[src/design/lmsrs_pkg.sv]
package lmsrs_pkg;

  // Fixed geometry of the glyph and the scan
  localparam int unsigned ROWS        = 8;
  localparam int unsigned GLYPH_WIDTH = 8;
  localparam int unsigned WORD_W      = 32;
  localparam int unsigned POS_W       = 3;
  localparam int unsigned REP_W       = 4;

  // Refresh repeat count limits
  localparam logic [REP_W-1:0] REPEAT_MAX   = 4'd8;
  localparam logic [REP_W-1:0] REPEAT_RESET = 4'd5;

  // Last scan position of a frame
  localparam logic [POS_W-1:0] POS_LAST = 3'd7;

  // Start request from the input side to the scan sequencer
  typedef struct packed {
    logic             start;
    logic [REP_W-1:0] reps;
  } scan_start_t;

  typedef logic [ROWS-1:0][WORD_W-1:0] row_words_t;

endpackage

[src/design/led_matrix_scroll_row_scanner_top.sv]
// Channel   Direction  Signals                    Contents (low bit first)
// s_axis    in         tvalid tready tdata[71:0]  glyph_rows[63:0], column[66:64]
// m_axis    out        tvalid tready tdata[31:0]  row_word
//                      tuser[3:0] tlast           row_position[2:0], frame_end[3]; last
// cfg       in         cfg_we_i cfg_wdata_i[3:0]  refresh_repeats
//
// Each word is scanned min(refresh_repeats, 8) times over all row positions; the scan
// sequencer emits one row word per cycle from the lane buffers while m_axis accepts.
// A word is taken while the previous word's final row still waits at m_axis.
// Reset clears all row buffers and loads refresh_repeats with 5.
// A stall on m_axis holds the sequencer; s_axis_tready is low while scanning.
module led_matrix_scroll_row_scanner_top import lmsrs_pkg::*; #(
  parameter int unsigned ROW_BITS = 32
) (
  input  logic        clk_i,
  input  logic        rst_ni,
  input  logic        s_axis_tvalid,
  output logic        s_axis_tready,
  input  logic [71:0] s_axis_tdata,  // glyph_rows[63:0], column[66:64]
  output logic        m_axis_tvalid,
  input  logic        m_axis_tready,
  output logic [31:0] m_axis_tdata,  // row_word[31:0]
  output logic [3:0]  m_axis_tuser,  // row_position[2:0], frame_end[3]
  output logic        m_axis_tlast,
  input  logic        cfg_we_i,
  input  logic [3:0]  cfg_wdata_i
);

  logic [REP_W-1:0]            reps_q;
  logic [REP_W-1:0]            reps_sat;
  logic                        busy;
  logic                        accept;
  logic [ROWS*GLYPH_WIDTH-1:0] glyph;
  logic [POS_W-1:0]            column;
  row_words_t                  rows;
  scan_start_t                 start;
  logic [POS_W-1:0]            row_position;
  logic                        frame_end;

  // Hold the refresh repeat register
  always_ff @(posedge clk_i or negedge rst_ni) begin
    if (!rst_ni) begin
      reps_q <= REPEAT_RESET;
    end else if (cfg_we_i) begin
      reps_q <= cfg_wdata_i;
    end
  end

  assign reps_sat      = (reps_q > REPEAT_MAX) ? REPEAT_MAX : reps_q;
  assign s_axis_tready = !busy;
  assign accept        = s_axis_tvalid && s_axis_tready;
  assign glyph         = s_axis_tdata[ROWS*GLYPH_WIDTH-1:0];
  assign column        = s_axis_tdata[ROWS*GLYPH_WIDTH +: POS_W];
  assign start.start   = accept;
  assign start.reps    = reps_sat;

  // One lane per row buffer
  for (genvar r = 0; r < ROWS; r++) begin : g_lane
    lmsrs_lane #(
      .ROW_BITS (ROW_BITS)
    ) u_lane (
      .clk_i      (clk_i),
      .rst_ni     (rst_ni),
      .shift_i    (accept),
      .row_byte_i (glyph[r*GLYPH_WIDTH +: GLYPH_WIDTH]),
      .column_i   (column),
      .row_word_o (rows[r])
    );
  end

  lmsrs_scan u_scan (
    .clk_i          (clk_i),
    .rst_ni         (rst_ni),
    .start_i        (start),
    .rows_i         (rows),
    .busy_o         (busy),
    .out_valid_o    (m_axis_tvalid),
    .out_ready_i    (m_axis_tready),
    .row_word_o     (m_axis_tdata),
    .row_position_o (row_position),
    .frame_end_o    (frame_end),
    .last_o         (m_axis_tlast)
  );

  assign m_axis_tuser = {frame_end, row_position};

endmodule

[src/design/lmsrs_lane.sv]
module lmsrs_lane import lmsrs_pkg::*; #(
  parameter int unsigned ROW_BITS = 32
) (
  input  logic                   clk_i,
  input  logic                   rst_ni,
  input  logic                   shift_i,
  input  logic [GLYPH_WIDTH-1:0] row_byte_i,
  input  logic [POS_W-1:0]       column_i,
  output logic [WORD_W-1:0]      row_word_o
);

  logic [ROW_BITS-1:0] row_q, row_d;
  logic                col_bit;

  // Column 0 is the leftmost, held in the byte's top bit
  assign col_bit = row_byte_i[~column_i];

  // Shift left and take the glyph column bit
  always_comb begin
    row_d = row_q;
    if (shift_i) begin
      row_d = {row_q[ROW_BITS-2:0], col_bit};
    end
  end

  always_ff @(posedge clk_i or negedge rst_ni) begin
    if (!rst_ni) begin
      row_q <= '0;
    end else begin
      row_q <= row_d;
    end
  end

  // Present the low word of the buffer
  if (ROW_BITS >= WORD_W) begin : g_trunc
    assign row_word_o = row_q[WORD_W-1:0];
  end else begin : g_ext
    assign row_word_o = {{(WORD_W-ROW_BITS){1'b0}}, row_q};
  end

endmodule

[src/design/lmsrs_scan.sv]
module lmsrs_scan import lmsrs_pkg::*; (
  input  logic              clk_i,
  input  logic              rst_ni,
  input  scan_start_t       start_i,
  input  row_words_t        rows_i,
  output logic              busy_o,
  output logic              out_valid_o,
  input  logic              out_ready_i,
  output logic [WORD_W-1:0] row_word_o,
  output logic [POS_W-1:0]  row_position_o,
  output logic              frame_end_o,
  output logic              last_o
);

  logic              busy_q;
  logic [POS_W-1:0]  pos_q;
  logic [REP_W-1:0]  rep_left_q;
  logic              valid_q;
  logic [WORD_W-1:0] word_q;
  logic [POS_W-1:0]  opos_q;
  logic              frame_q;
  logic              last_q;
  logic              advance;
  logic [POS_W-1:0]  src;

  // While busy, produce a word whenever the output register is free or being drained
  assign advance = busy_q && (!valid_q || out_ready_i);
  // Position i shows buffer (i+1) mod ROWS
  assign src     = pos_q + 1'b1;

  always_ff @(posedge clk_i or negedge rst_ni) begin
    if (!rst_ni) begin
      busy_q     <= 1'b0;
      pos_q      <= '0;
      rep_left_q <= '0;
      valid_q    <= 1'b0;
    end else begin
      // Drop the word once taken
      if (valid_q && out_ready_i && !advance) begin
        valid_q <= 1'b0;
      end
      if (start_i.start) begin
        busy_q     <= (start_i.reps != '0);
        pos_q      <= '0;
        rep_left_q <= start_i.reps;
      end else if (advance) begin
        valid_q <= 1'b1;
        pos_q   <= pos_q + 1'b1;
        if (pos_q == POS_LAST) begin
          rep_left_q <= rep_left_q - 1'b1;
          if (rep_left_q == 4'd1) begin
            busy_q <= 1'b0;
          end
        end
      end
    end
  end

  // Merge: pick the lane for this position into the output register
  always_ff @(posedge clk_i) begin
    if (advance) begin
      word_q  <= rows_i[src];
      opos_q  <= pos_q;
      frame_q <= (pos_q == POS_LAST);
      last_q  <= (pos_q == POS_LAST) && (rep_left_q == 4'd1);
    end
  end

  assign busy_o         = busy_q;
  assign out_valid_o    = valid_q;
  assign row_word_o     = word_q;
  assign row_position_o = opos_q;
  assign frame_end_o    = frame_q;
  assign last_o         = last_q;

  a_busy_has_reps : assert property (@(posedge clk_i) disable iff (!rst_ni)
    busy_q |-> (rep_left_q != '0))
    else $error("scan busy with no refresh left");

  a_start_busy : assert property (@(posedge clk_i) disable iff (!rst_ni)
    (start_i.start && start_i.reps != '0) |=> busy_q)
    else $error("scan did not start");

  a_last_on_frame : assert property (@(posedge clk_i) disable iff (!rst_ni)
    (valid_q && last_q) |-> (frame_q && opos_q == POS_LAST))
    else $error("last word off the frame end");

  a_pos_hold : assert property (@(posedge clk_i) disable iff (!rst_ni)
    (busy_q && !advance && !start_i.start) |=> $stable(pos_q))
    else $error("scan position moved while stalled");

endmodule
[config.mk]
export PLATFORM = sky130hd
export DESIGN_NAME = led_matrix_scroll_row_scanner_top
export DESIGN_NICKNAME = d
export VERILOG_FILES = /design/src/design/lmsrs_pkg.sv /design/src/design/led_matrix_scroll_row_scanner_top.sv /design/src/design/lmsrs_lane.sv /design/src/design/lmsrs_scan.sv
export SDC_FILE = /design/constraint.sdc
export NUM_CORES = 1
export LEC_CHECK = 0
export BUFFER_PORTS_ARGS = -buffer_cell sky130_fd_sc_hd__buf_2
export CORE_ASPECT_RATIO = 1.75
export CORE_UTILIZATION = 30
export DETAILED_ROUTE_END_ITERATION = 16
export PLACE_DENSITY = 0.57
export SYNTH_ARGS = -nofsm -noshare
export SYNTH_HDL_FRONTEND = slang
export SYNTH_SLANG_ARGS = --single-unit
[constraint.sdc]
create_clock -name clk_i -period 2.3 [get_ports clk_i]
set_input_delay 0.69 -clock clk_i [delete_from_list [all_inputs] [get_ports clk_i]]
set_output_delay 0.69 -clock clk_i [all_outputs]
set_load 0.005 [all_outputs]
==> flow_metrics.env, run 1 <==
export IMPL_finalWirelength_um=31100
export IMPL_switching_share_pct=32.9
export IMPL_cp_max_fo=25
export IMPL_die_y_um=285
export IMPL_p_int_w=0.0109
export IMPL_timing_rr_end="u_scan.row_word_o[9]"
export IMPL_fin_tns_setup_ns=0
export IMPL_area_growth_syn_to_layout_pct=16.9
export IMPL_setup_slack_ns=0.147
export IMPL_die_w_um=164
export IMPL_dp_cells=1997
export IMPL_final_core_util_pct=35.5
export IMPL_hold_viol_final=0
export IMPL_fin_crit_sh_pct=93.6
export IMPL_powerDensity_nw_per_um2=1010
export IMPL_drt_pre_antenna_iters=4
export IMPL_combPwrFrac_pct=28.8
export IMPL_grt_first_pass_wirelength_um=52100
export IMPL_netSwitchingPower_w=0.00533
export IMPL_path_class="reg -> reg"
export IMPL_ys_types=32
export IMPL_whs_ns=0.0898
export IMPL_dp_slack_ns=0.138
export IMPL_run_status="completed"
export IMPL_hpwl_um=21300
export IMPL_ys_ff_latch=306
export IMPL_layout_common_cells="nand2_1, dfrtp_1, buf_2"
export IMPL_core_um2=45100
export IMPL_ioPinCount=120
export IMPL_synth_edff_count=37
export IMPL_grt_max_degree=87
export IMPL_finalClockSkew_ns=0.0132
export IMPL_diodes=0
export IMPL_timing_fmax_ghz=0.465
export IMPL_drt_wirelength_per_cell_um=15.2
export IMPL_layout_min_cycle_time_ns=2.15
export IMPL_reg2reg_from="u_scan.pos_q[0]"
export IMPL_synth_area_um2=13700
export IMPL_max_cap_violations=0
export IMPL_gp_congestion=0.776
export IMPL_avgSynthCellArea_um2=10.1
export IMPL_clock_tree_root_cell="clkbuf_16"
export IMPL_startpoint="u_scan.pos_q[0]"
export IMPL_p_clk_share_pct=28.2
export IMPL_cts_path_max_buffers=3
export IMPL_slew_headroom_pct=59.2
export IMPL_fp_row_count=103
export IMPL_seq_power_share_pct=43.0
export IMPL_endpoint_kind="flip-flop"
export IMPL_layout_drive_gt1_share_pct=20.2
export IMPL_ys_flop_type="dfrtp_1"
export IMPL_grt_usage_pct=13.9
export IMPL_clk_insertion_delay_late_ns=0.56
export IMPL_drt_iter0_drc=400
export IMPL_leakage_nw=8.28
export IMPL_stdcell_count=2048
export IMPL_start_kind="flip-flop"
export IMPL_cts_resized=0
export IMPL_syn_num_nets=1439
export IMPL_yosys_warnings=0
export IMPL_worstPathArrival_ns=2.45
export IMPL_cts_tree="yes"
export IMPL_layout_commonest_cell="nand2_1"
export IMPL_worst_pin_slew_ns=0.613
export IMPL_via_per_inst=4.62
export IMPL_antenna_found_initial=0
export IMPL_antenna_left=0
export IMPL_dr_total_vias=9460
export IMPL_setup_viol=0
export IMPL_drc=0
export IMPL_grt_pass1_vias=10100
export IMPL_vdd_drop_max_uv=737
export IMPL_post_cts_setup_buffer_count=0
export IMPL_initial_core_util_pct=30.4
export IMPL_die_area_um2=46500
export IMPL_rsz0062_at_grt="false"
export IMPL_nNetsFinal=1535
export IMPL_clk_pin_slew_worst_paths_ns=0.06
export IMPL_synthArstFlopShare_pct=87.9
export IMPL_htree_levels=1
export IMPL_r2r_slack_ns=0.15
export IMPL_worstPathRequired_ns=2.60
export IMPL_cts_sinks=306
export IMPL_fillCellCount=4569
export IMPL_io_buffers=114
export IMPL_yosysSeqAreaShare_pct=57.3
export IMPL_syn_inst=1354
export IMPL_slew_violations=0
export IMPL_grt_ovfl_total=0
export IMPL_reg2reg_depth=4
export IMPL_min_path_type="in -> async"
export IMPL_numCtsBuffers=28
export IMPL_ctsHoldBuffers=0
[worst max-delay path by stage]
stage	end	slack [ns]	cells after the start
after floorplan	u_scan.frame_end_o	0.17	3
after global placement	u_scan.row_word_o[9]	0.17	4
after detailed placement	u_scan.row_word_o[9]	0.14	4
after CTS	u_scan.row_word_o[9]	0.12	4
after global routing	u_scan.row_word_o[9]	0.09	4
final	u_scan.row_word_o[9]	0.15	4
[through the flow]
stage | instance area, µm² | power, W
after floorplan | 13700 | 0.0100
after global placement | 15100 | 0.0119
after detailed placement | 15100 | 0.0119
after CTS | 16000 | 0.0166
after global routing | 16000 | 0.0171
final | 16000 | 0.0162
[layer usage]
layer	vias up	global-route usage, %	wire length, µm
met4	0	4.93	807
met1	4687	15.3	12000
li1	4594	-	-
met2	140	27.2	17600
met3	39	1.14	696
met5	-	0	0
[critical path: stages (launching register included)]
cell and delay, ns:
dfrtp_4 0.49, ha_2 0.51, buf_12 0.24, mux4_2 0.35, mux2_2 0.28
[logic make-up (layout without fill, tap and decap cells)]
kind of cell | after synthesis | in the layout | synth area share (%)
buffers and inverters | 88 | 205 | 3.00
adders and majority gates | 4 | 4 | 0.365
DFF | 306 | 306 | 57.3
muxes | 132 | 132 | 15.8
AOI/OAI and AO/OA | 26 | 26 | 1.31
and+or+nand+nor | 797 | 797 | 22.2
xor gates and xnor gates | 1 | 1 | 0.0640
[power groups by stage]
| stage | combinational [W] | sequential [W] | clock (W) |
|---|---|---|---|
| 2_1_floorplan | 0.00317 | 0.00685 | 0 |
| 3_3_place_gp | 0.00476 | 0.00709 | 0 |
| 3_5_place_dp | 0.00482 | 0.00711 | 0 |
| 4_1_cts | 0.00482 | 0.00701 | 0.00472 |
| 5_1_grt | 0.00516 | 0.00708 | 0.00491 |
| 6_report | 0.00467 | 0.00697 | 0.00458 |
[synthesized netlist by cell type, drive strengths merged, types with 2 or more instances]
master | count | area, µm²
nand2 | 770 | 2890
dfrtp | 267 | 6680
mux2 | 36 | 405
nand3 | 14 | 70.1
clkbuf | 42 | 158
a22oi | 16 | 120
edfxtp | 37 | 1110
nor2b | 3 | 18.8
nor2 | 2 | 7.51
ha | 4 | 50.1
o21ai | 6 | 30.0
buf | 41 | 234
mux4 | 64 | 1440
mux2i | 32 | 320
dfstp | 2 | 52.6
and3 | 2 | 12.5
inv | 5 | 18.8
[sequential cells by signal, summed over array words and instances, names as in the netlist]
signal                    count
u_scan.row_position_o         3
u_scan.rep_left_q             4
u_scan.out_valid_o            1
u_scan.pos_q                  3
u_scan.frame_end_o            1
reps_q                        4
u_scan.row_word_o            32
g_lane.u_lane.row_word_o    256
u_scan.busy_o                 1
u_scan.last_o                 1
[final cells by class]
cell class	instances	area (µm²)	area share, %
Clock buffer	39	785	4.90
Tap cell	577	722	4.51
Multi-Input combinational cell	960	5460	34.1
Sequential cell	306	7850	49.0
Clock inverter	12	92.6	0.578
Timing Repair Buffer	149	1080	6.75
Inverter	5	18.8	0.117
Note: power is estimated with default switching activity, not from simulation.
==> run 2: changes to the inputs <==
--- a/config.mk
+++ b/config.mk
@@ -7,9 +7,9 @@
 export LEC_CHECK = 0
 export BUFFER_PORTS_ARGS = -buffer_cell sky130_fd_sc_hd__buf_2
 export CORE_ASPECT_RATIO = 1.75
-export CORE_UTILIZATION = 30
+export CORE_UTILIZATION = 50
 export DETAILED_ROUTE_END_ITERATION = 16
-export PLACE_DENSITY = 0.57
+export PLACE_DENSITY = 0.8
 export SYNTH_ARGS = -nofsm -noshare
 export SYNTH_HDL_FRONTEND = slang
 export SYNTH_SLANG_ARGS = --single-unit
==> run 2 against run 1 <==
Compared with the run above:
- utilization rose by 23 points
- setup slack improved by 0.036 ns
- critical path depth did not move
- combinational power about the same
- clock skew decreased by 0.0032 ns
- first-iteration DRC count up 61%
- highest routed layer unchanged
==> flow_metrics.env, run 2 (synthesis results as in run 1) <==
export IMPL_run_status="completed"
export IMPL_antenna_left=0
export IMPL_setup_slack_ns=0.183
export IMPL_drt_iter0_drc=645
export IMPL_crit_buf_inv=1
export IMPL_die_w_um=127
export IMPL_cts_resized=0
export IMPL_leakage_nw=8.27
export IMPL_numCtsBuffers=26
export IMPL_worst_pin_slew_ns=0.598
export IMPL_grt_usage_pct=22.3
export IMPL_antenna_found_initial=0
export IMPL_critPathSlowestCell="mux4_2"
export IMPL_grt_max_degree=95
export IMPL_layout_min_cycle_time_ns=2.12
export IMPL_dp_cells=1782
export IMPL_slew_violations=0
export IMPL_clock_tree_root_cell="clkbuf_16"
export IMPL_crit_chain="ha_2 -> buf_12 -> mux4_2 -> mux2_2"
export IMPL_path_class="reg -> reg"
export IMPL_layout_common_cells="nand2_1, dfrtp_1, buf_2"
export IMPL_fin_crit_sh_pct=92.0
export IMPL_die_y_um=221
export IMPL_multiInputGateArea_um2=5460
export IMPL_worstPathRequired_ns=2.60
export IMPL_htree_levels=1
export IMPL_finalClockSkew_ns=0.00994
export IMPL_diodes=0
export IMPL_start_kind="flip-flop"
export IMPL_fillCellCount=2141
export IMPL_crit_family="multiplexers"
export IMPL_die_area_um2=28100
export IMPL_cts_path_max_buffers=3
export IMPL_powerDensity_nw_per_um2=1030
export IMPL_ctsHoldBuffers=0
export IMPL_dp_slack_ns=0.176
export IMPL_max_cap_violations=0
export IMPL_regArea_um2=7850
export IMPL_slew_headroom_pct=60.1
export IMPL_vdd_drop_max_uv=665
export IMPL_cp_max_fo=22
export IMPL_slowest_delay_ns=0.50
export IMPL_worstPathArrival_ns=2.42
export IMPL_io_buffers=114
export IMPL_cts_sinks=306
export IMPL_dr_total_vias=9721
export IMPL_via_per_inst=5.31
export IMPL_finalWirelength_um=29900
export IMPL_core_um2=26800
export IMPL_layout_drive_gt1_share_pct=20.1
export IMPL_setup_viol=0
export IMPL_fp_row_count=79
export IMPL_drt_pre_antenna_iters=5
export IMPL_hpwl_um=19300
export IMPL_largest_reg_flops=256
export IMPL_cts_tree="yes"
export IMPL_grt_first_pass_wirelength_um=50200
export IMPL_nNetsFinal=1531
export IMPL_grt_ovfl_total=0
export IMPL_final_core_util_pct=58.7
export IMPL_initial_core_util_pct=51.1
export IMPL_grt_pass1_vias=10500
export IMPL_hold_viol_final=0
export IMPL_layout_commonest_cell="nand2_1"
export IMPL_endpoint_kind="flip-flop"
export IMPL_ioPinCount=120
export IMPL_stdcell_count=1830
export IMPL_clk_pin_slew_worst_paths_ns=0.07
export IMPL_clk_insertion_delay_late_ns=0.55
export IMPL_gp_congestion=0.768
export IMPL_fin_tns_setup_ns=0
export IMPL_min_path_type="in -> async"
export IMPL_area_growth_syn_to_layout_pct=14.8
export IMPL_drt_wirelength_per_cell_um=16.3
export IMPL_post_cts_setup_buffer_count=0
export IMPL_timing_fmax_ghz=0.472
export IMPL_rsz0062_at_grt="false"
export IMPL_drc=0
## run 2: routing by layer
layer | vias up | global-route usage [%] | routed length (µm)
met2 | 204 | 42.5 | 17100
met3 | 67 | 2.15 | 904
li1 | 4580 | - | -
met5 | - | 0 | 0
met4 | 0 | 10.1 | 1170
met1 | 4870 | 24.7 | 10700
## run 2: area by class of cell
| class | instances | share of cell area (%) |
|---|---|---|
| clock buffers | 39 | 4.91 |
| well taps | 364 | 2.90 |
| inverters | 5 | 0.119 |
| flip-flops and latches | 306 | 49.9 |
| clock inverters | 9 | 0.804 |
| repair buffers | 147 | 6.62 |
| multi-input cells | 960 | 34.7 |
## run 2: worst register-to-register path, delay by kind of cell, from the launching register on
family / cells / cell delay [ns]
buffers and inverters: 1 / 0.20
muxes: 2 / 0.78
DFF: 1 / 0.49
adders and majority gates: 1 / 0.40
## run 2: path summary, 6_finish.rpt
path,endpoint,slack (ns),cells past startpoint,startpoint
worst min-delay path,g_lane[6].u_lane.row_word_o[3],0.09,1,rst_ni
max in group asynchronous,g_lane[2].u_lane.row_word_o[15],1.56,2,rst_ni
worst max register to register,u_scan.row_word_o[30],0.18,4,u_scan.pos_q[0]
min in group clk_i,reps_q[3],0.37,3,cfg_wdata_i[3]
worst max-delay path,u_scan.row_word_o[30],0.18,4,u_scan.pos_q[0]
worst min register to register,g_lane[0].u_lane.row_word_o[7],0.49,2,g_lane[0].u_lane.row_word_o[6]
## run 2: power by group
part	total, W	internal (W)	switching, W
registers	0.00694	0.00637	0.000569
logic	0.00464	0.00199	0.00265
clock network	0.00464	0.00267	0.00197
total	0.0162	0.0110	0.00520
## run 2: stage by stage
step / total power (W) / hold WS (ns) / area [µm²]
2_1_floorplan: 0.0100 / 0.394 / 13700
5_1_grt: 0.0170 / 0.118 / 15700
6_report: 0.0162 / 0.0886 / 15700
4_1_cts: 0.0164 / 0.102 / 15700
3_3_place_gp: 0.0116 / 0.459 / 14800
3_5_place_dp: 0.0117 / 0.466 / 14800
